$ cat config.mk
export PLATFORM = sky130hd
export DESIGN_NAME = afc_sqrt
export DESIGN_NICKNAME = d
export VERILOG_FILES = /design/src/design/afc_pkg.sv /design/src/design/afc_sqrt.sv
export SDC_FILE = /design/constraint.sdc
export NUM_CORES = 2
export LEC_CHECK = 0
export ABC_AREA = 1
export BUFFER_PORTS_ARGS = -buffer_cell sky130_fd_sc_hd__buf_4
export CAP_MARGIN = 20
export CORE_MARGIN = 3
export CORE_UTILIZATION = 40
export CTS_CLUSTER_DIAMETER = 60
export DETAILED_ROUTE_END_ITERATION = 7
export SKIP_LAST_GASP = 1
export SLEW_MARGIN = 20
export SYNTH_ARGS = -nofsm -noshare
export SYNTH_HDL_FRONTEND = slang
export SYNTH_SLANG_ARGS = --single-unit
$ cat constraint.sdc
create_clock -name clk -period 2 [get_ports clk]
set_clock_uncertainty 0.05 [all_clocks]
set_input_delay 0.4 -clock clk [delete_from_list [all_inputs] [get_ports clk]]
set_output_delay 0.4 -clock clk [all_outputs]
set_load 0.05 [all_outputs]
$ cat src/design/afc_pkg.sv
// Shared types and constants for the anisotropic friction coefficient block.
package afc_pkg;

	// Datapath widths
	localparam int CoefW = 16;
	localparam int MagW  = 32;
	localparam int SqW   = 63;  // square of a magnitude of at most 2^31
	localparam int DenW  = 64;  // sum of two squares
	localparam int ProdW = 95;  // axis square times velocity square
	localparam int DvdW  = 97;  // four times the weighted sum
	localparam int QuoW  = 34;  // quotient stays below 4 * 2^32
	localparam int RootW = 17;
	localparam int RemW  = 19;
	localparam int AddrW = 5;

	localparam logic [CoefW-1:0] OneQ12 = 16'd4096;
	localparam logic [CoefW-1:0] SatQ12 = 16'hFFFF;

	// Register map, word index
	typedef enum logic [2:0] {
		RegStaticX   = 3'd0,
		RegStaticY   = 3'd1,
		RegKineticX  = 3'd2,
		RegKineticY  = 3'd3,
		RegStaticIso = 3'd4,
		RegKineticIso = 3'd5,
		RegDisabled  = 3'd6
	} reg_idx_t;

	typedef struct packed {
		logic signed [31:0] velocity_x;
		logic signed [31:0] velocity_y;
	} velocity_t;

	typedef struct packed {
		logic [CoefW-1:0] static_effective;
		logic [CoefW-1:0] kinetic_effective;
	} coef_t;

	typedef struct packed {
		logic [CoefW-1:0] static_axis_x;
		logic [CoefW-1:0] static_axis_y;
		logic [CoefW-1:0] kinetic_axis_x;
		logic [CoefW-1:0] kinetic_axis_y;
		logic [CoefW-1:0] static_isotropic;
		logic [CoefW-1:0] kinetic_isotropic;
		logic             coefficients_disabled;
	} cfg_t;

	// Travels with each word down the pipeline
	typedef struct packed {
		logic valid;
		logic dzero;
	} tag_t;

endpackage

$ cat src/design/afc_sqrt.sv
// Digit-by-digit integer square root, one root bit per stage, two lanes.
module afc_sqrt import afc_pkg::*; (
	input  logic             clk,
	input  logic             arst_n,
	input  tag_t             tag_in,
	input  logic [QuoW-1:0]  quo [2],
	output tag_t             tag_out,
	output logic [RootW-1:0] root [2]
);

	tag_t             tag_s  [1:RootW];
	logic [RemW-1:0]  rem_s  [1:RootW][2];
	logic [RootW-1:0] root_s [1:RootW][2];
	logic [QuoW-1:0]  qsh_s  [1:RootW][2];

	for (genvar k = 0; k < RootW; k++) begin : g_step
		tag_t             cur_tag;
		logic [RemW-1:0]  cur_rem  [2];
		logic [RootW-1:0] cur_root [2];
		logic [QuoW-1:0]  cur_qsh  [2];

		if (k == 0) begin : g_first
			assign cur_tag = tag_in;
			for (genvar c = 0; c < 2; c++) begin : g_init
				assign cur_rem[c]  = '0;
				assign cur_root[c] = '0;
				assign cur_qsh[c]  = quo[c];
			end
		end else begin : g_next
			assign cur_tag = tag_s[k];
			for (genvar c = 0; c < 2; c++) begin : g_init
				assign cur_rem[c]  = rem_s[k][c];
				assign cur_root[c] = root_s[k][c];
				assign cur_qsh[c]  = qsh_s[k][c];
			end
		end

		always_ff @(posedge clk or negedge arst_n) begin
			if (!arst_n) tag_s[k+1] <= '0;
			else         tag_s[k+1] <= cur_tag;
		end

		for (genvar c = 0; c < 2; c++) begin : g_ch
			logic [RemW+1:0] cand;
			logic [RemW+1:0] trial;
			logic            ge;

			// bring down two radicand bits, try root*4+1
			assign cand  = {cur_rem[c], cur_qsh[c][QuoW-1:QuoW-2]};
			assign trial = (RemW+2)'({cur_root[c], 2'b01});
			assign ge    = cand >= trial;

			always_ff @(posedge clk) begin
				rem_s[k+1][c]  <= ge ? RemW'(cand - trial) : RemW'(cand);
				root_s[k+1][c] <= {cur_root[c][RootW-2:0], ge};
				qsh_s[k+1][c]  <= {cur_qsh[c][QuoW-3:0], 2'b00};
			end
		end
	end

	assign tag_out = tag_s[RootW];
	assign root[0] = root_s[RootW][0];
	assign root[1] = root_s[RootW][1];

endmodule

* Word level (Yosys, flattened, before mapping)
Memory sizes are Yosys's and may differ from the RTL's.
Index checks and enable logic that the tools add are counted.
** Storage, ports and cells
- Bits in registers :: 34
- Bits in writable memories :: 2312
- Input bits :: 72
- Output and inout port bits :: 36
- Logic and storage cells :: 139
- Memories kept :: 3
** Memories
- qsh_s :: depth 17, bits a word 64, read ports 16, clocked after Yosys merged registers in 0, wr ports 17, line afc_sqrt.sv:14 : logic [QuoW-1:0] qsh_s [1:RootW][2];
- rem_s :: depth 17, bits a word 38, read ports 16, clocked after Yosys merged registers in 0, wr ports 17, line afc_sqrt.sv:12 : logic [RemW-1:0] rem_s [1:RootW][2];
- root_s :: depth 17, bits a word 34, read ports 17, clocked after Yosys merged registers in 0, wr ports 17, line afc_sqrt.sv:13 : logic [RootW-1:0] root_s [1:RootW][2];
** Cells by class
- Add/sub/neg operators :: 34
- Magnitude comparators :: 34
- Mux-type cells :: 34
** Operators by type and width (count)
- $ge 21x19->1 :: 32
- $mux 19 :: 34
- $sub 19x19->19 :: 32
- $sub 2x1->3 const B :: 2
- $ge 2x1->1 const B :: 2

* Logic depth before layout (Yosys ltp)
An unclocked memory read counts as a cell.
- Depth after elaboration :: 3
- Mapped depth :: 14
- Mapped depth without buffers :: 14

* Least setup slack after synthesis
Ideal clock, no wire load.
- Path kind :: register to register
- Start :: reg, netlist name root_s[0][34]
- End :: mem rem_s[2][17] (netlist name)
- Library setup time :: 0.130 ns
- Arrival :: 1.641 ns
- Required time :: 1.820 ns
- Slack :: 0.178 ns
- Stages on the path, launching flop included :: 10
- Buffers on the path :: 1
- Period minus slack after synthesis :: 1.822 ns
- Cell sequence :: dfxtp_1 > inv_1 > ha_1 > a21oi_1 > nand2_1 > inv_1 > ha_1 > and2_1 > clkbuf_1 > o21ai_0
** RTL lines (line)
- end: declaration :: afc_sqrt.sv:12

==> metrics.cfg <==
[die]
dieHeight_um = 398
fp-row-count = 143
die_area_um2 = 158000
ios = 108
start_util_pct = 40.4
core_um2 = 152000
die_w_um = 398

[layout]
drive_gt1_share_pct = 21.0
area_growth_pct = 29.7
final_common_cell = nand2_1
fin_util_pct = 52.3
layout_common_cells = nand2_1 (2,412), dfxtp_1 (1,277), inv_1 (1,251), buf_4 (709), nor2_1 (612)
nNetsFinal = 9423

[power]
peakVddDrop_mv = 0.743
p_leak_nw = 40.8
power.density_nw_per_um2 = 1220

[sta]
fin_ws_ps = -30.4
post-route-period-util_pct = 102
min_period_ps = 2030
tns_ps = -96.9
rsz0062_at_grt = yes
whs_ps = 191
finalSetupViolCount = 8
slew_viol_final = 0
max_freq_mhz = 493
finalHoldViolCount = 0

[routing]
via_count = 51278
post_drt_wl_per_cell_um = 14.1
drc = 0
drt_iter0_markers = 2243
dr.pass1.iters = 6
viasPerCell = 4.59
wl_um = 158000
postRouteAntennaNets = 0

[logic_synthesis]
yosysWarnings = 0
async_flop_share_pct = 2.35
synth_top_area_cell = dfxtp_1
synth_flop_cell = dfxtp_1
synthCells = 8063
synth-edff-count = 0
ys_ff_latch = 1448
synth_top_area_share_pct = 46.1
ys_seq_area_share_pct = 47.4
syn_area_um2 = 61500
ys_types = 54
avgSynthCellArea_um2 = 7.62
synthTopCellsByArea = dfxtp_1 (46%), nand2_1 (16%), inv_1 (7.8%)

[global_route]
grt_max_degree = 35
antenna_found_initial = 0
track_usage_pct = 19.0
grt_pass1_wl_um = 244000
grt_pass1_vias = 48778
grt-ovfl-total = 0

[outcome]
failed_checks = setup timing
status = finished, violations left

[clock_network]
clkTransAtPathRegs_ps = 60
cts_tree = done
worstSkewPairLatency_ps = 800
htree_levels = 4
clockRootBuffer = clkbuf_16
clock_path_buffers = 3
cts.sinks = 1448
cts_made_buffers = 163

[run]
max-cap-violations = 0

[placed_design]
hpwl_um = 121000
port_buffers = 107
preCtsSetupSlack_ps = -347
place.gp.congestion = 0.921

[min_path]
worstHoldPathType = in -> reg
holdPathStages = 2

[setup_path]
worstPathMaxFanout = 7
worst_r2r_path_depth = 12
cp_data_required_time_ps = 2690
worstSetupPathType = reg -> reg
critPathLaunchType = register
end_kind = register
arrival_ps = 2720

state kept, by name (all words and copies together) (netlist names):
register,flops
rem_s,564
qsh_s,544
root_s,306
g_step.cur_tag,32
tag_out,2
critical path, stage by stage (launching register included):
cell	delay [ps]
dfxtp_1	420
ha_4	250
nand2_1	60
nand2_1	60
inv_1	90
nand3_2	120
nand2_4	110
nand2_4	70
buf_6	130
a21oi_4	260
clkbuf_16	230
nand2_2	50
nand2_1	60
cells in the mapped netlist (4+ instances only):
library cell	count
or2_2	13
nand3b_1	65
nand4_1	85
or3_1	5
buf_6	23
o21ai_0	163
nor2_4	10
a21o_1	4
xnor2_1	75
a21oi_2	35
buf_4	16
buf_2	17
nor3_2	7
nand2_1	2542
and3_1	7
nor4_1	5
nand3_2	10
nand2_2	55
nor3_1	69
xor2_1	172
nand3_1	442
o21ai_1	55
a21oi_4	7
nor2_1	660
dfrtp_1	34
nand2_4	9
dfxtp_1	1414
o21bai_1	9
o211ai_1	12
ha_1	342
nor2_2	42
o21ai_2	20
a21oi_1	272
a21boi_0	9
and2_1	11
inv_1	1281
inv_2	41
final timing paths:
check,start,endpoint,slack [ps]
worst min register to register,qsh_s[0][262],qsh_s[0][328],260
worst max register to register,rem_s[13][2],rem_s[14][5],-30
max in group asynchronous,arst_n,g_step[1].cur_tag[1],1140
worst min-delay path,quo[2],qsh_s[0][66],190
worst max-delay path,rem_s[13][2],rem_s[14][5],-30
min in group asynchronous,arst_n,g_step[15].cur_tag[0],580
where the power goes:
group | total (mW) | switching [mW] | internal, mW
logic | 28.9 | 16.3 | 12.6
clock network | 30.1 | 12.3 | 17.7
registers | 38.7 | 4.56 | 34.1
total | 97.6 | 33.2 | 64.4
logic make-up after synthesis:
group / Yosys count / synth area share [%]
buffers and inverters: 1383 / 8.93
DFF: 1448 / 47.4
and+or+nand+nor: 4047 / 27.6
adders and majority gates: 342 / 6.96
other: 1 / 0.00610
AOI/OAI and AO/OA: 595 / 5.52
xor gates and xnor gates: 247 / 3.52
per-layer routing:
layer / vias to the layer above / share of wire (%) / GRT usage, %
met5: - / 0 / 0
met4: 0 / 3.4 / 6.86
met3: 289 / 3.5 / 2.72
met2: 918 / 48 / 32.8
met1: 23275 / 45 / 23.9
li1: 26796 / - / -
timing repair:
action | in CTS | in global routing
setup endpoints to repair | 277 | 514
buffers inserted | 20 | 50
hold endpoints to repair | 106 | 0
cloned | 4 | 19
pin swaps | 24 | 122
resized for setup | 127 | 657
hold buffers | 75 | 0
layout make-up:
type | count | area (um2)
well taps | 2030 | 2540
fillers | 14392 | 72600
inverters | 1322 | 4970
repair buffers | 837 | 7050
clock buffers | 214 | 4520
clock inverters | 82 | 1090
diodes | 1 | 2.50
multi-input cells | 5237 | 30200
flip-flops and latches | 1448 | 29400
stage by stage:
stage          power [mW]  instances  cell area, um2
4_1_cts              95.6      11102           76000
2_1_floorplan        54.2       8064           61500
3_3_place_gp         64.0      10707           68700
6_report             97.6      11171           79700
3_5_place_dp         64.2      10707           68700
5_1_grt               104      11170           79700
(Power assumes the default switching activity.)
