===== src/design/afc_pkg.sv =====
// Shared types and constants for the anisotropic friction coefficient block.
package afc_pkg;

	// Datapath widths
	localparam int CoefW = 16;
	localparam int MagW  = 32;
	localparam int SqW   = 63;  // square of a magnitude of at most 2^31
	localparam int DenW  = 64;  // sum of two squares
	localparam int ProdW = 95;  // axis square times velocity square
	localparam int DvdW  = 97;  // four times the weighted sum
	localparam int QuoW  = 34;  // quotient stays below 4 * 2^32
	localparam int RootW = 17;
	localparam int RemW  = 19;
	localparam int AddrW = 5;

	localparam logic [CoefW-1:0] OneQ12 = 16'd4096;
	localparam logic [CoefW-1:0] SatQ12 = 16'hFFFF;

	// Register map, word index
	typedef enum logic [2:0] {
		RegStaticX   = 3'd0,
		RegStaticY   = 3'd1,
		RegKineticX  = 3'd2,
		RegKineticY  = 3'd3,
		RegStaticIso = 3'd4,
		RegKineticIso = 3'd5,
		RegDisabled  = 3'd6
	} reg_idx_t;

	typedef struct packed {
		logic signed [31:0] velocity_x;
		logic signed [31:0] velocity_y;
	} velocity_t;

	typedef struct packed {
		logic [CoefW-1:0] static_effective;
		logic [CoefW-1:0] kinetic_effective;
	} coef_t;

	typedef struct packed {
		logic [CoefW-1:0] static_axis_x;
		logic [CoefW-1:0] static_axis_y;
		logic [CoefW-1:0] kinetic_axis_x;
		logic [CoefW-1:0] kinetic_axis_y;
		logic [CoefW-1:0] static_isotropic;
		logic [CoefW-1:0] kinetic_isotropic;
		logic             coefficients_disabled;
	} cfg_t;

	// Travels with each word down the pipeline
	typedef struct packed {
		logic valid;
		logic dzero;
	} tag_t;

endpackage


===== src/design/afc_regs.sv =====
// Configuration register file on the APB-style port.
module afc_regs import afc_pkg::*; (
	input  logic             clk,
	input  logic             arst_n,
	input  logic             psel,
	input  logic             penable,
	input  logic             pwrite,
	input  logic [AddrW-1:0] paddr,
	input  logic [31:0]      pwdata,
	output logic [31:0]      prdata,
	output logic             pready,
	output cfg_t             cfg
);

	cfg_t     cfg_q;
	reg_idx_t idx;
	logic     wr_en;

	assign idx    = reg_idx_t'(paddr[AddrW-1:2]);
	assign wr_en  = psel & penable & pwrite;
	assign pready = 1'b1;
	assign cfg    = cfg_q;

	// Register writes; an index beyond the map is dropped
	always_ff @(posedge clk or negedge arst_n) begin
		if (!arst_n) begin
			cfg_q <= '0;
		end else if (wr_en) begin
			unique case (idx)
				RegStaticX:    cfg_q.static_axis_x         <= pwdata[CoefW-1:0];
				RegStaticY:    cfg_q.static_axis_y         <= pwdata[CoefW-1:0];
				RegKineticX:   cfg_q.kinetic_axis_x        <= pwdata[CoefW-1:0];
				RegKineticY:   cfg_q.kinetic_axis_y        <= pwdata[CoefW-1:0];
				RegStaticIso:  cfg_q.static_isotropic      <= pwdata[CoefW-1:0];
				RegKineticIso: cfg_q.kinetic_isotropic     <= pwdata[CoefW-1:0];
				RegDisabled:   cfg_q.coefficients_disabled <= pwdata[0];
				default: ;
			endcase
		end
	end

	// Read-back
	always_comb begin
		prdata = '0;
		unique case (idx)
			RegStaticX:    prdata = {16'd0, cfg_q.static_axis_x};
			RegStaticY:    prdata = {16'd0, cfg_q.static_axis_y};
			RegKineticX:   prdata = {16'd0, cfg_q.kinetic_axis_x};
			RegKineticY:   prdata = {16'd0, cfg_q.kinetic_axis_y};
			RegStaticIso:  prdata = {16'd0, cfg_q.static_isotropic};
			RegKineticIso: prdata = {16'd0, cfg_q.kinetic_isotropic};
			RegDisabled:   prdata = {31'd0, cfg_q.coefficients_disabled};
			default:       prdata = '0;
		endcase
	end

endmodule


===== config.mk =====
export PLATFORM = sky130hd
export DESIGN_NAME = afc_regs
export DESIGN_NICKNAME = d
export VERILOG_FILES = /design/src/design/afc_pkg.sv /design/src/design/afc_regs.sv
export SDC_FILE = /design/constraint.sdc
export NUM_CORES = 1
export LEC_CHECK = 0
export ABC_AREA = 1
export BUFFER_PORTS_ARGS = -buffer_cell sky130_fd_sc_hd__buf_2
export CELL_PAD_IN_SITES_DETAIL_PLACEMENT = 1
export CELL_PAD_IN_SITES_GLOBAL_PLACEMENT = 2
export CORE_MARGIN = 3
export CORE_UTILIZATION = 30
export CTS_CLUSTER_DIAMETER = 60
export DETAILED_ROUTE_END_ITERATION = 10
export MAX_ROUTING_LAYER = met4
export PLACE_DENSITY = 0.82
export SETUP_SLACK_MARGIN = 0.15
export SLEW_MARGIN = 25
export SYNTH_ARGS = -nofsm -noshare
export SYNTH_HDL_FRONTEND = slang
export SYNTH_SLANG_ARGS = --single-unit

===== constraint.sdc =====
create_clock -name clk -period 1.8 [get_ports clk]
set_input_delay 0 -clock clk [delete_from_list [all_inputs] [get_ports clk]]
set_output_delay 0 -clock clk [all_outputs]
set_load 0.005 [all_outputs]

Word level (Yosys, flattened, before mapping)
Cells that the tools add are included.
{"block": "word_totals", "reg_bits": 97, "latchBits": 0, "ramBits": 0, "mem_bits_ro": 0, "out_inout_bits": 130, "wordCells": 24, "mem_count": 0}
{"block": "classes", "n_addsub": 0, "mul": 0, "div_mod_pow": 0, "magnitude_cmp": 0, "eq_ne": 6, "n_shift": 0, "muxes": 1, "bitwise": 2, "reduce_logical": 8}
{"operator": "$pmux W16 S7", "n": 1}
{"operator": "$reduce_and A2 Y1", "n": 7}
{"operator": "$eq A3 B3 Y1 const B", "n": 3}
{"operator": "$eq A3 B2 Y1 const B", "n": 2}
{"operator": "$eq A3 B1 Y1 const B", "n": 1}
{"operator": "$logic_not A3 Y1", "n": 1}
{"operator": "$and A1 B1 Y1", "n": 2}

Depth between registers and ports, before layout
Gate-level depths: netlist of the first run.
{"block": "depth", "ltp_word": 3, "ltp_mapped": 8}

Least setup slack after synthesis of the first run
No wires, ideal clock.
{"block": "synth_path", "kind": "input to register", "from": "input paddr[3]", "to": "register cfg_q, in the netlist cfg[66]", "arrival_time_ps": 827, "path_slack_ps": 853, "cell_stages": 7, "path_cell_list": "buf_4 > inv_2 > buf_4 > nand3_4 > buf_2 > o21ai_1 > nand2_1"}
{"block": "synth_between", "elab_chain_len": 2}
{"element": "start, declared", "line": "afc_regs.sv:8", "text": "input logic [AddrW-1:0] paddr,"}
{"element": "$eq A3 B1 Y1", "line": "afc_regs.sv:29", "text": "unique case (idx)"}
{"element": "$reduce_and A2 Y1 (no line)"}
{"element": "end, declared", "line": "afc_regs.sv:15", "text": "cfg_t cfg_q;"}
No other way between the ends.
A chain may end at the register's enable or synchronous reset.

Worst setup path after layout of the first run
{"block": "layout_path", "from": "input paddr[3]", "to": "output prdata[12]"}
{"block": "layout_between", "elab_chain_len": 2, "elab_cells_between_ends": 8}
{"element": "$eq A3 B3 Y1 (tied with other cells)", "line": "afc_regs.sv:45", "text": "unique case (idx)"}
{"element": "$pmux W16 S7 (*)", "line": "afc_regs.sv:45"}
{"element": "end, declared", "line": "afc_regs.sv:10", "text": "output logic [31:0] prdata,"}
Mark *: on every way between the ends. The rest lies on a longest branch, timed or not.

==> parameters.txt, run 1 <==
Parameter                              Value

Status
  Outcome    completed

Place
  RD Place Congestion    between 0.8 and 0.9
  Total cell area at the placement stage    a little under 6000 µm²
  Detail Placement HPWL    13900 µm
  Cell total after placement    968
  I/O Buffers    136

Floorplanning
  Core footprint    between 15000 and 20000 µm²
  Standard-cell rows    46
  Die extent in y    136 µm
  Starting density of the core    31.3%
  Die Area    roughly 19000 µm²
  IO Count    172
  DIE WIDTH    136 µm

STA
  Count of pins over their slew limit    0
  Fraction of the cycle the final worst path needs    82.5%
  Worst hold margin    0.141 ns
  Final setup vio count    0
  Setup repair after global routing missed its margin    false
  Sum of negative setup slack    0 ns
  Final worst clock skew    0 ns
  Max-slew headroom at the worst pin    61.9%
  F_max    673 MHz
  Hold violation count in the final report    0
  Tmin final    1.48 ns
  Slew at the pin closest to its max-slew limit    about 0.57 ns

Detailed routing
  Wire length the detailed router placed on met1    around 8300 µm
  Vias post-DR    5119
  Highest routed metal layer    met4
  Total wire length after detailed routing    just under 20000 µm
  DR WL met3    1150 µm
  Met2 layer wire length in the routed design    9810 µm
  DRC viols    0
  Wire length per cell after detailed routing    19.8 µm
  Drt initial violations    between 200 and 300
  Count of antenna-violating nets left after detailed routing    0
  TritonRoute pass-1 iters    4
  Vias per inst    ~5.1

Finish
  Max FFs per register    between 90 and 100
  Fillers    2015
  Area growth, synth to finish    25.2%
  Post-layout util    approximately 40%
  Layout Cell Area excl Fill    6350 µm²
  Number of non-filler instances in the completed layout    1002
  Layout net count    822
  Fraction of layout cells with a size suffix above 1    23.5%

Critical path
  Arrival time worst endpoint    1.48 ns
  Startpoint type of the worst setup path    input port
  Required time of the critical path    1.80 ns
  Crit path max fanout    26
  CP Capture Type    output port
  Start-to-end type of the worst setup path    in -> out

Yosys
  Cells after Synth    647
  Proportion of netlist area held by the largest area contributor    47.8%
  Leading area contributor after synthesis    sky130_fd_sc_hd__dfrtp_1
  Part of the Yosys area used for sequential elements    47.8%
  Mean instance size in the synthesized netlist    7.84 µm²
  Area contributors post-synth    sky130_fd_sc_hd__dfrtp_1, sky130_fd_sc_hd__nand2_1, sky130_fd_sc_hd__o21ai_1
  Distinct cells, synth    23
  Yosys synthesis warning count    0
  Xor-xnor portion of the synthesized cell area    0%
  Main combinational cell family by area after synthesis    simple AND/OR/NAND/NOR gates
  Post-synthesis mux area share    0%
  Fraction of the mapped netlist area in adder cells    0%
  Synthesized-area fraction occupied by and/or/nand/nor cells    31.0%
  Compound-gate portion of the synthesized area    11.1%
  Synthesized cell area    5070 µm²
  Synthesis-stage register bit count    97

Global route
  Global-route total usage across every layer    22.4%
  Overall overflow remaining after global route    0
  Number of global-route vias before repair    approximately 5300
  Maximum number of pins on one net before global-route repair    98
  First-pass GRT wire length    approximately 30000 µm
  Initial antenna violation count    2

Clocking
  Clock-pin slew of the registers on the worst-case setup and hold paths    about 0.060 ns
  Clk sink count    97
  CTS tree    done
  Clock latency on the worst-skew pair    0.35 ns
  Root cell of the clock tree    sky130_fd_sc_hd__clkbuf_16
  H-tree depth reported by CTS    3
  Resized Gates After CTS    0
  CTS Buffer Depth    2
  Number of post-CTS setup repair buffers    0
  Num CTS Buffers    9

Pwr
  Max VDD drop    593 µV
  Ratio of total power to cell area    1040 nW/µm²
  Leakage dissipation    3.42 nW

Run
  Number of max-capacitance violations reported    0

Min path
  Hold Crit Class    in -> reg
-- repair_timing --
action                     4_1_cts  5_1_grt
hold buffers                    17        0
hold endpoints to repair       191        0
setup endpoints to repair        0        0
-- layout by cell type, fill, tap and decap left out, types with 2 or more instances in the layout --
cell / n
sky130_fd_sc_hd__nor2_4: 5
sky130_fd_sc_hd__nand2_4: 2
sky130_fd_sc_hd__dfrtp_1: 97
sky130_fd_sc_hd__o21ai_1: 97
sky130_fd_sc_hd__o21ai_0: 11
sky130_fd_sc_hd__o21a_1: 3
sky130_fd_sc_hd__clkbuf_16: 9
sky130_fd_sc_hd__bufinv_16: 2
sky130_fd_sc_hd__diode_2: 2
sky130_fd_sc_hd__nand3_4: 4
sky130_fd_sc_hd__nand2_1: 226
sky130_fd_sc_hd__nor2_1: 22
sky130_fd_sc_hd__nand4_1: 49
sky130_fd_sc_hd__conb_1: 17
sky130_fd_sc_hd__inv_2: 2
sky130_fd_sc_hd__inv_1: 28
sky130_fd_sc_hd__clkbuf_8: 3
sky130_fd_sc_hd__buf_4: 17
sky130_fd_sc_hd__dlygate4sd3_1: 17
sky130_fd_sc_hd__nand3_1: 32
sky130_fd_sc_hd__buf_2: 135
-- logic make-up (layout without fill, tap and decap cells) --
| group | after synthesis | after routing |
|---|---|---|
| AOI/OAI and AO/OA | 111 | 111 |
| and+or+nand+nor | 343 | 343 |
| buffers and inverters | 94 | 216 |
| other | 2 | 19 |
| DFF | 97 | 97 |
-- cell type report --
| cell class | count | area (µm²) | area share [%] |
|---|---|---|---|
| antenna | 2 | 5.00 | 0.0788 |
| clock buffer | 13 | 270 | 4.25 |
| clock inverter | 2 | 60.1 | 0.945 |
| inverter | 31 | 119 | 1.87 |
| multi-input combinational | 471 | 2210 | 34.8 |
| sequential | 97 | 2430 | 38.2 |
| tap | 216 | 270 | 4.25 |
| timing repair buffer | 170 | 993 | 15.6 |
-- final timing paths --
kind | start | depth (start not counted) | slack, ns | endpoint
worst max-delay path | paddr[3] | 8 | 0.32 | prdata[12]
worst min-delay path | paddr[3] | 4 | 0.14 | cfg[0]$_DFFE_PN0P_
worst max register to register | cfg[62]$_DFFE_PN0P_ | 2 | 1.08 | cfg[62]$_DFFE_PN0P_
worst min register to register | cfg[66]$_DFFE_PN0P_ | 2 | 0.51 | cfg[66]$_DFFE_PN0P_
max in group asynchronous | arst_n | 3 | 1.13 | cfg[57]$_DFFE_PN0P_
min in group asynchronous | arst_n | 3 | 0.23 | cfg[65]$_DFFE_PN0P_
-- critical path, cell delays in order --
cell and delay [ns]:
sky130_fd_sc_hd__buf_2 0.20, sky130_fd_sc_hd__nor2_4 0.36, sky130_fd_sc_hd__buf_4 0.40, sky130_fd_sc_hd__nand3_1 0.14, sky130_fd_sc_hd__nand2_1 0.13, sky130_fd_sc_hd__nor2_1 0.06
sky130_fd_sc_hd__nand2_1 0.07, sky130_fd_sc_hd__buf_2 0.11
-- cells in the mapped netlist, drive strengths merged --
library cell / instances
o21a: 3
nand4: 49
nand2: 228
inv: 31
conb: 2
nand3: 37
dfrtp: 97
nor2: 29
buf: 54
clkbuf: 9
o21ai: 108
-- per-layer routing --
layer | up-vias | global-route usage [%]
met5 | - | -
met4 | 0 | 7.50
met3 | 33 | 4.74
met2 | 146 | 37.6
met1 | 2563 | 26.8
li1 | 2377 | -
-- report_power, final --
part / switching (mW) / total (mW) / internal [mW]
Clock: 0.857 / 2.18 / 1.33
Combinational: 0.882 / 1.50 / 0.620
Sequential: 0.336 / 2.94 / 2.60
-- per-stage QoR --
step,worst slack (ns),total power [mW]
3_5_place_dp,0.239,4.48
4_1_cts,0.337,6.70
2_1_floorplan,0.853,3.59
3_3_place_gp,0.329,4.41
5_1_grt,0.236,7.02
6_report,0.315,6.63
No activity file was read; power rests on OpenSTA's default activity.
==> run 2, diff against run 1 <==
CORE_UTILIZATION = 28   (was 30)
PLACE_DENSITY = 0.77   (was 0.82)
clock period = 1.5 ns   (was 1.8 ns; I/O delays follow)
==> parameters.txt, run 2 (same netlist as run 1, synthesis figures left out) <==
Parameter                              Value

Detailed routing
  Wire length per cell after detailed routing    between 15 and 20 µm
  Wire length the detailed router placed on met1    8320 µm
  DR WL met3    1170 µm
  Total wire length after detailed routing    20200 µm
  Count of antenna-violating nets left after detailed routing    0
  Met2 layer wire length in the routed design    10400 µm
  Vias post-DR    slightly above 5000
  DRC viols    0
  TritonRoute pass-1 iters    4
  Highest routed metal layer    met4
  Drt initial violations    353
  Vias per inst    4.99

Clocking
  Clock latency on the worst-skew pair    0.34 ns
  Clock-pin slew of the registers on the worst-case setup and hold paths    0.07 ns
  H-tree depth reported by CTS    3
  CTS tree    done
  Clk sink count    97
  CTS Buffer Depth    2
  Num CTS Buffers    9
  Root cell of the clock tree    sky130_fd_sc_hd__clkbuf_16

Critical path
  Delay contributed by the slowest stage of the critical path    0.40 ns
  CP cell instances    nand4_1 > nand2_1 > nor2_2 > nand2_1 > buf_2
  Cell occurring most often along the worst timing path    sky130_fd_sc_hd__nand2_1
  Required time of the critical path    1.50 ns
  Slowest cell on the critical path    sky130_fd_sc_hd__dfrtp_1
  Source of the worst register-to-register timing path    cfg[37]$_DFFE_PN0P_
  CP Capture Type    output port
  Start-to-end type of the worst setup path    reg -> out
  Crit path max fanout    3
  Worst setup slack for register-to-register paths    approximately 0.79 ns
  Terminus of the critical flop-to-flop path    cfg[37]$_DFFE_PN0P_
  Cell depth of the worst flop-to-flop path    2
  Capturing instance or port of the critical path    prdata[6]
  Arrival time worst endpoint    about 1.3 ns
  Launch point of the worst path    cfg[71]$_DFFE_PN0P_
  Startpoint type of the worst setup path    flop

Global route
  Number of global-route vias before repair    5440
  Global-route total usage across every layer    21.1%
  Overall overflow remaining after global route    0
  First-pass GRT wire length    31500 µm
  Maximum number of pins on one net before global-route repair    41
  Initial antenna violation count    1

Pwr
  Max VDD drop    571 µV
  Leakage dissipation    3.55 nW
  Combinational Power Share    a little under a quarter
  Cell Int Power    approximately 5.6 mW
  Share of power burned in the clock network    33.2%
  Fraction of power consumed by sequential logic    43.4%
  Fraction of power spent switching nets    31.2%
  Ratio of total power to cell area    1240 nW/µm²
  Psw    2.54 mW

Finish
  Fraction of layout cells with a size suffix above 1    26.3%
  Most common cell after layout, fill and taps aside    sky130_fd_sc_hd__nand2_1
  Max FFs per register    97
  Post-layout util    37.6%
  Area growth, synth to finish    30.0%
  Layout net count    842
  Most frequent cells in the layout    sky130_fd_sc_hd__nand2_1, sky130_fd_sc_hd__buf_2, sky130_fd_sc_hd__o21ai_1, sky130_fd_sc_hd__dfrtp_1, sky130_fd_sc_hd__nand4_1

Floorplanning
  Standard-cell rows    48
  Core footprint    between 15000 and 20000 µm²
  Die extent in y    between 100 and 150 µm
  Die Area    19800 µm²
  Starting density of the core    28.9%
  DIE WIDTH    141 µm
  IO Count    about 170

STA
  Fraction of the cycle the final worst path needs    85.8%
  Final setup vio count    0
  Sum of negative setup slack    0 ns
  Final worst clock skew    0 ns
  Hold violation count in the final report    0
  Setup repair after global routing missed its margin    false
  F_max    777 MHz
  Tmin final    roughly 1.3 ns
  Count of pins over their slew limit    0

Min path
  Hold Crit Class    in -> async

Status
  Outcome    completed

Run
  Number of max-capacitance violations reported    0

Place
  RD Place Congestion    0.871
  I/O Buffers    136
  Detail Placement HPWL    ~15000 µm
## run 2: cell count changes in the layout (fill, tap and decap cells not counted), sizes merged
cell	before	now
clkbuf	13	10
bufinv	2	3
diode	2	1
buf	153	173
clkinv	0	3
## run 2: layout make-up
type,count,area (µm²)
Multi-Input combinational cell,471,2230
Sequential cell,97,2430
Fill cell,2167,10900
Inverter,31,126
Tap cell,225,282
Antenna cell,1,2.50
Clock inverter,6,105
Timing Repair Buffer,190,1180
Clock buffer,10,239
## run 2: power groups by stage
stage,Sequential [mW],Clock [mW],Combinational (mW)
2_1_floorplan,3.54,0,0.775
3_3_place_gp,3.56,0,1.78
3_5_place_dp,3.59,0,1.83
4_1_cts,3.54,2.77,1.88
5_1_grt,3.61,2.89,2.15
6_report,3.54,2.71,1.91
## run 2: stage by stage
stage | instances | setup slack [ns] | power [mW] | hold WS, ns | cell area [µm²]
after floorplan | 662 | 0.553 | 4.31 | -0.296 | 5130
after global routing | 1031 | 0.143 | 8.65 | 0.163 | 6600
final | 1031 | 0.213 | 8.15 | 0.131 | 6600
after detailed placement | 986 | 0.140 | 5.42 | -0.0194 | 5970
after global placement | 986 | 0.197 | 5.34 | -0.0219 | 5970
after CTS | 1019 | 0.172 | 8.19 | 0.137 | 6490
## run 2: what timing repair did
action	4_1_cts	5_1_grt
endpoints found under the setup margin	3	9
endpoints found under the hold margin	166	0
buffers inserted	0	11
pin swaps	0	4
hold buffers	17	0
resized for setup	3	9
## run 2: how the worst min path moves through the flow
stage	endpoint	slack [ns]	startpoint
3_5_place_dp	cfg[58]$_DFFE_PN0P_	-0.02	arst_n
6_report	cfg[58]$_DFFE_PN0P_	0.13	arst_n
5_1_grt	cfg[58]$_DFFE_PN0P_	0.16	arst_n
2_1_floorplan	cfg[0]$_DFFE_PN0P_	-0.30	arst_n
4_1_cts	cfg[58]$_DFFE_PN0P_	0.14	arst_n
3_3_place_gp	cfg[58]$_DFFE_PN0P_	-0.02	arst_n
## run 2: worst max-delay path: cells and delay by family (launching register included)
family                 cells  cell delay [ns]
DFF                        1             0.40
and+or+nand+nor            4             0.39
buffers and inverters      1             0.14
## run 2: layer usage
layer	up-vias	track usage, %
met4	0	5.10
met1	2569	24.8
met2	145	36.5
met5	-	-
li1	2412	-
met3	22	4.99
==> run 3, diff against run 2 <==
CORE_MARGIN = 2   (was 3)
MAX_ROUTING_LAYER = not set   (was met4)
==> parameters.txt, run 3 (same netlist as run 1, synthesis figures left out) <==
Parameter                              Value

Clocking
  Root cell of the clock tree    sky130_fd_sc_hd__clkbuf_16
  Clock latency on the worst-skew pair    0.35 ns
  H-tree depth reported by CTS    3
  CTS Buffer Depth    2
  Clk sink count    just under 100
  CTS tree    done
  Clock-pin slew of the registers on the worst-case setup and hold paths    ~0.070 ns
  Num CTS Buffers    9

Finish
  Max FFs per register    97
  Layout Cell Area excl Fill    6550 µm²
  Fillers    2216
  Post-layout util    a little over a third
  Layout net count    roughly 840
  Most frequent cells in the layout    sky130_fd_sc_hd__nand2_1, sky130_fd_sc_hd__buf_2, sky130_fd_sc_hd__o21ai_1, sky130_fd_sc_hd__dfrtp_1, sky130_fd_sc_hd__nand4_1
  Most common cell after layout, fill and taps aside    sky130_fd_sc_hd__nand2_1
  Number of non-filler instances in the completed layout    approximately 1000
  Area growth, synth to finish    29.0%
  Fraction of layout cells with a size suffix above 1    25.8%

Detailed routing
  Vias per inst    approximately 5.0
  Count of antenna-violating nets left after detailed routing    0
  DRC viols    0
  Drt initial violations    255
  Wire length per cell after detailed routing    19.7 µm
  TritonRoute pass-1 iters    4
  Vias post-DR    ~5200
  Total wire length after detailed routing    20300 µm

Place
  I/O Buffers    approximately 140
  Worst setup slack before clock tree synthesis    0.158 ns
  Total cell area at the placement stage    6000 µm²
  Cell total after placement    992
  Detail Placement HPWL    14700 µm
  RD Place Congestion    ~0.88

Critical path
  Arrival time worst endpoint    1.28 ns
  Crit path max fanout    3
  Required time of the critical path    1.50 ns
  Startpoint type of the worst setup path    flop
  Worst setup slack for register-to-register paths    between 0.7 and 0.8 ns
  Start-to-end type of the worst setup path    reg -> out
  CP Capture Type    output port

STA
  Tmin final    between 1 and 1.5 ns
  Sum of negative setup slack    0 ns
  Final worst clock skew    0 ns
  Count of pins over their slew limit    0
  Setup slack after layout    ~0.22 ns
  F_max    779 MHz
  Setup repair after global routing missed its margin    true
  Fraction of the cycle the final worst path needs    between 80% and 90%
  Hold violation count in the final report    0
  Final setup vio count    0

Min path
  Hold Crit Class    in -> async

Floorplanning
  DIE WIDTH    around 140 µm
  Die extent in y    139 µm
  IO Count    about 170
  Die Area    19200 µm²
  Core footprint    17900 µm²
  Starting density of the core    28.3%
  Standard-cell rows    49

Pwr
  Leakage dissipation    3.51 nW
  Max VDD drop    565 µV
  Ratio of total power to cell area    1220 nW/µm²

Global route
  Initial antenna violation count    0
  Number of global-route vias before repair    5526
  First-pass GRT wire length    roughly 32000 µm
  Global-route total usage across every layer    21.3%
  Maximum number of pins on one net before global-route repair    between 40 and 50
  Overall overflow remaining after global route    0

Status
  Outcome    completed

Run
  Number of max-capacitance violations reported    0
## run 3: changes by cell type in the layout (fill, tap and decap cells not counted), sizes merged
cell    change
clkbuf      +4
bufinv      -1
buf         -5
clkinv      -3
## run 3: stage by stage
step | hold slack [ns] | power, mW
final | 0.155 | 8.01
after global routing | 0.187 | 8.47
after CTS | 0.156 | 8.07
after detailed placement | -0.0200 | 5.43
after global placement | -0.0295 | 5.33
after floorplan | -0.296 | 4.31
## run 3: worst max-delay path, cell delays in order (launching register included)
cell and delay, ns:
sky130_fd_sc_hd__dfrtp_1 0.41, sky130_fd_sc_hd__nand4_1 0.11, sky130_fd_sc_hd__nand2_1 0.06, sky130_fd_sc_hd__nor2_2 0.13, sky130_fd_sc_hd__nand2_1 0.09, sky130_fd_sc_hd__buf_2 0.13
## run 3: final cells by class
| type | count | area, µm² | area share [%] |
|---|---|---|---|
| diodes | 1 | 2.50 | 0.0382 |
| multi-input cells | 471 | 2230 | 34.1 |
| clock buffers | 14 | 264 | 4.03 |
| clock inverters | 2 | 60.1 | 0.918 |
| flip-flops and latches | 97 | 2430 | 37.1 |
| inverters | 31 | 119 | 1.82 |
| repair buffers | 185 | 1160 | 17.7 |
| well taps | 229 | 287 | 4.38 |
## run 3: routing by layer
metal | global-route usage [%] | share of wire [%] | up-vias
met2 | 37.6 | 51 | 154
met4 | 6.33 | 1.9 | 0
met5 | 0 | 0 | -
met1 | 26.1 | 42 | 2582
li1 | - | - | 2406
met3 | 4.56 | 5.4 | 22
## run 3: worst paths after layout
| check | endpoint | cells past startpoint | start |
|---|---|---|---|
| setup / recovery | prdata[6] | 5 | cfg[55]$_DFFE_PN0P_ |
| hold / removal | cfg[3]$_DFFE_PN0P_ | 2 | arst_n |
| setup reg to reg | cfg[80]$_DFFE_PN0P_ | 3 | cfg[80]$_DFFE_PN0P_ |
| hold reg to reg | cfg[14]$_DFFE_PN0P_ | 2 | cfg[14]$_DFFE_PN0P_ |
| max in group asynchronous | cfg[53]$_DFFE_PN0P_ | 3 | arst_n |
| min in group clk | cfg[3]$_DFFE_PN0P_ | 4 | paddr[4] |
## run 3: what timing repair did
item	in CTS	in global routing
gates resized for setup	2	6
buffers inserted	1	3
hold buffers	17	0
hold endpoints to repair	132	0
endpoints found under the setup margin	3	8
pin swaps	0	1
## run 3: report_power, final
part / leakage, nW / switching (mW) / internal, mW
Clock: 0.157 / 1.03 / 1.56
Combinational: 2.13 / 1.07 / 0.799
Sequential: 1.23 / 0.424 / 3.13
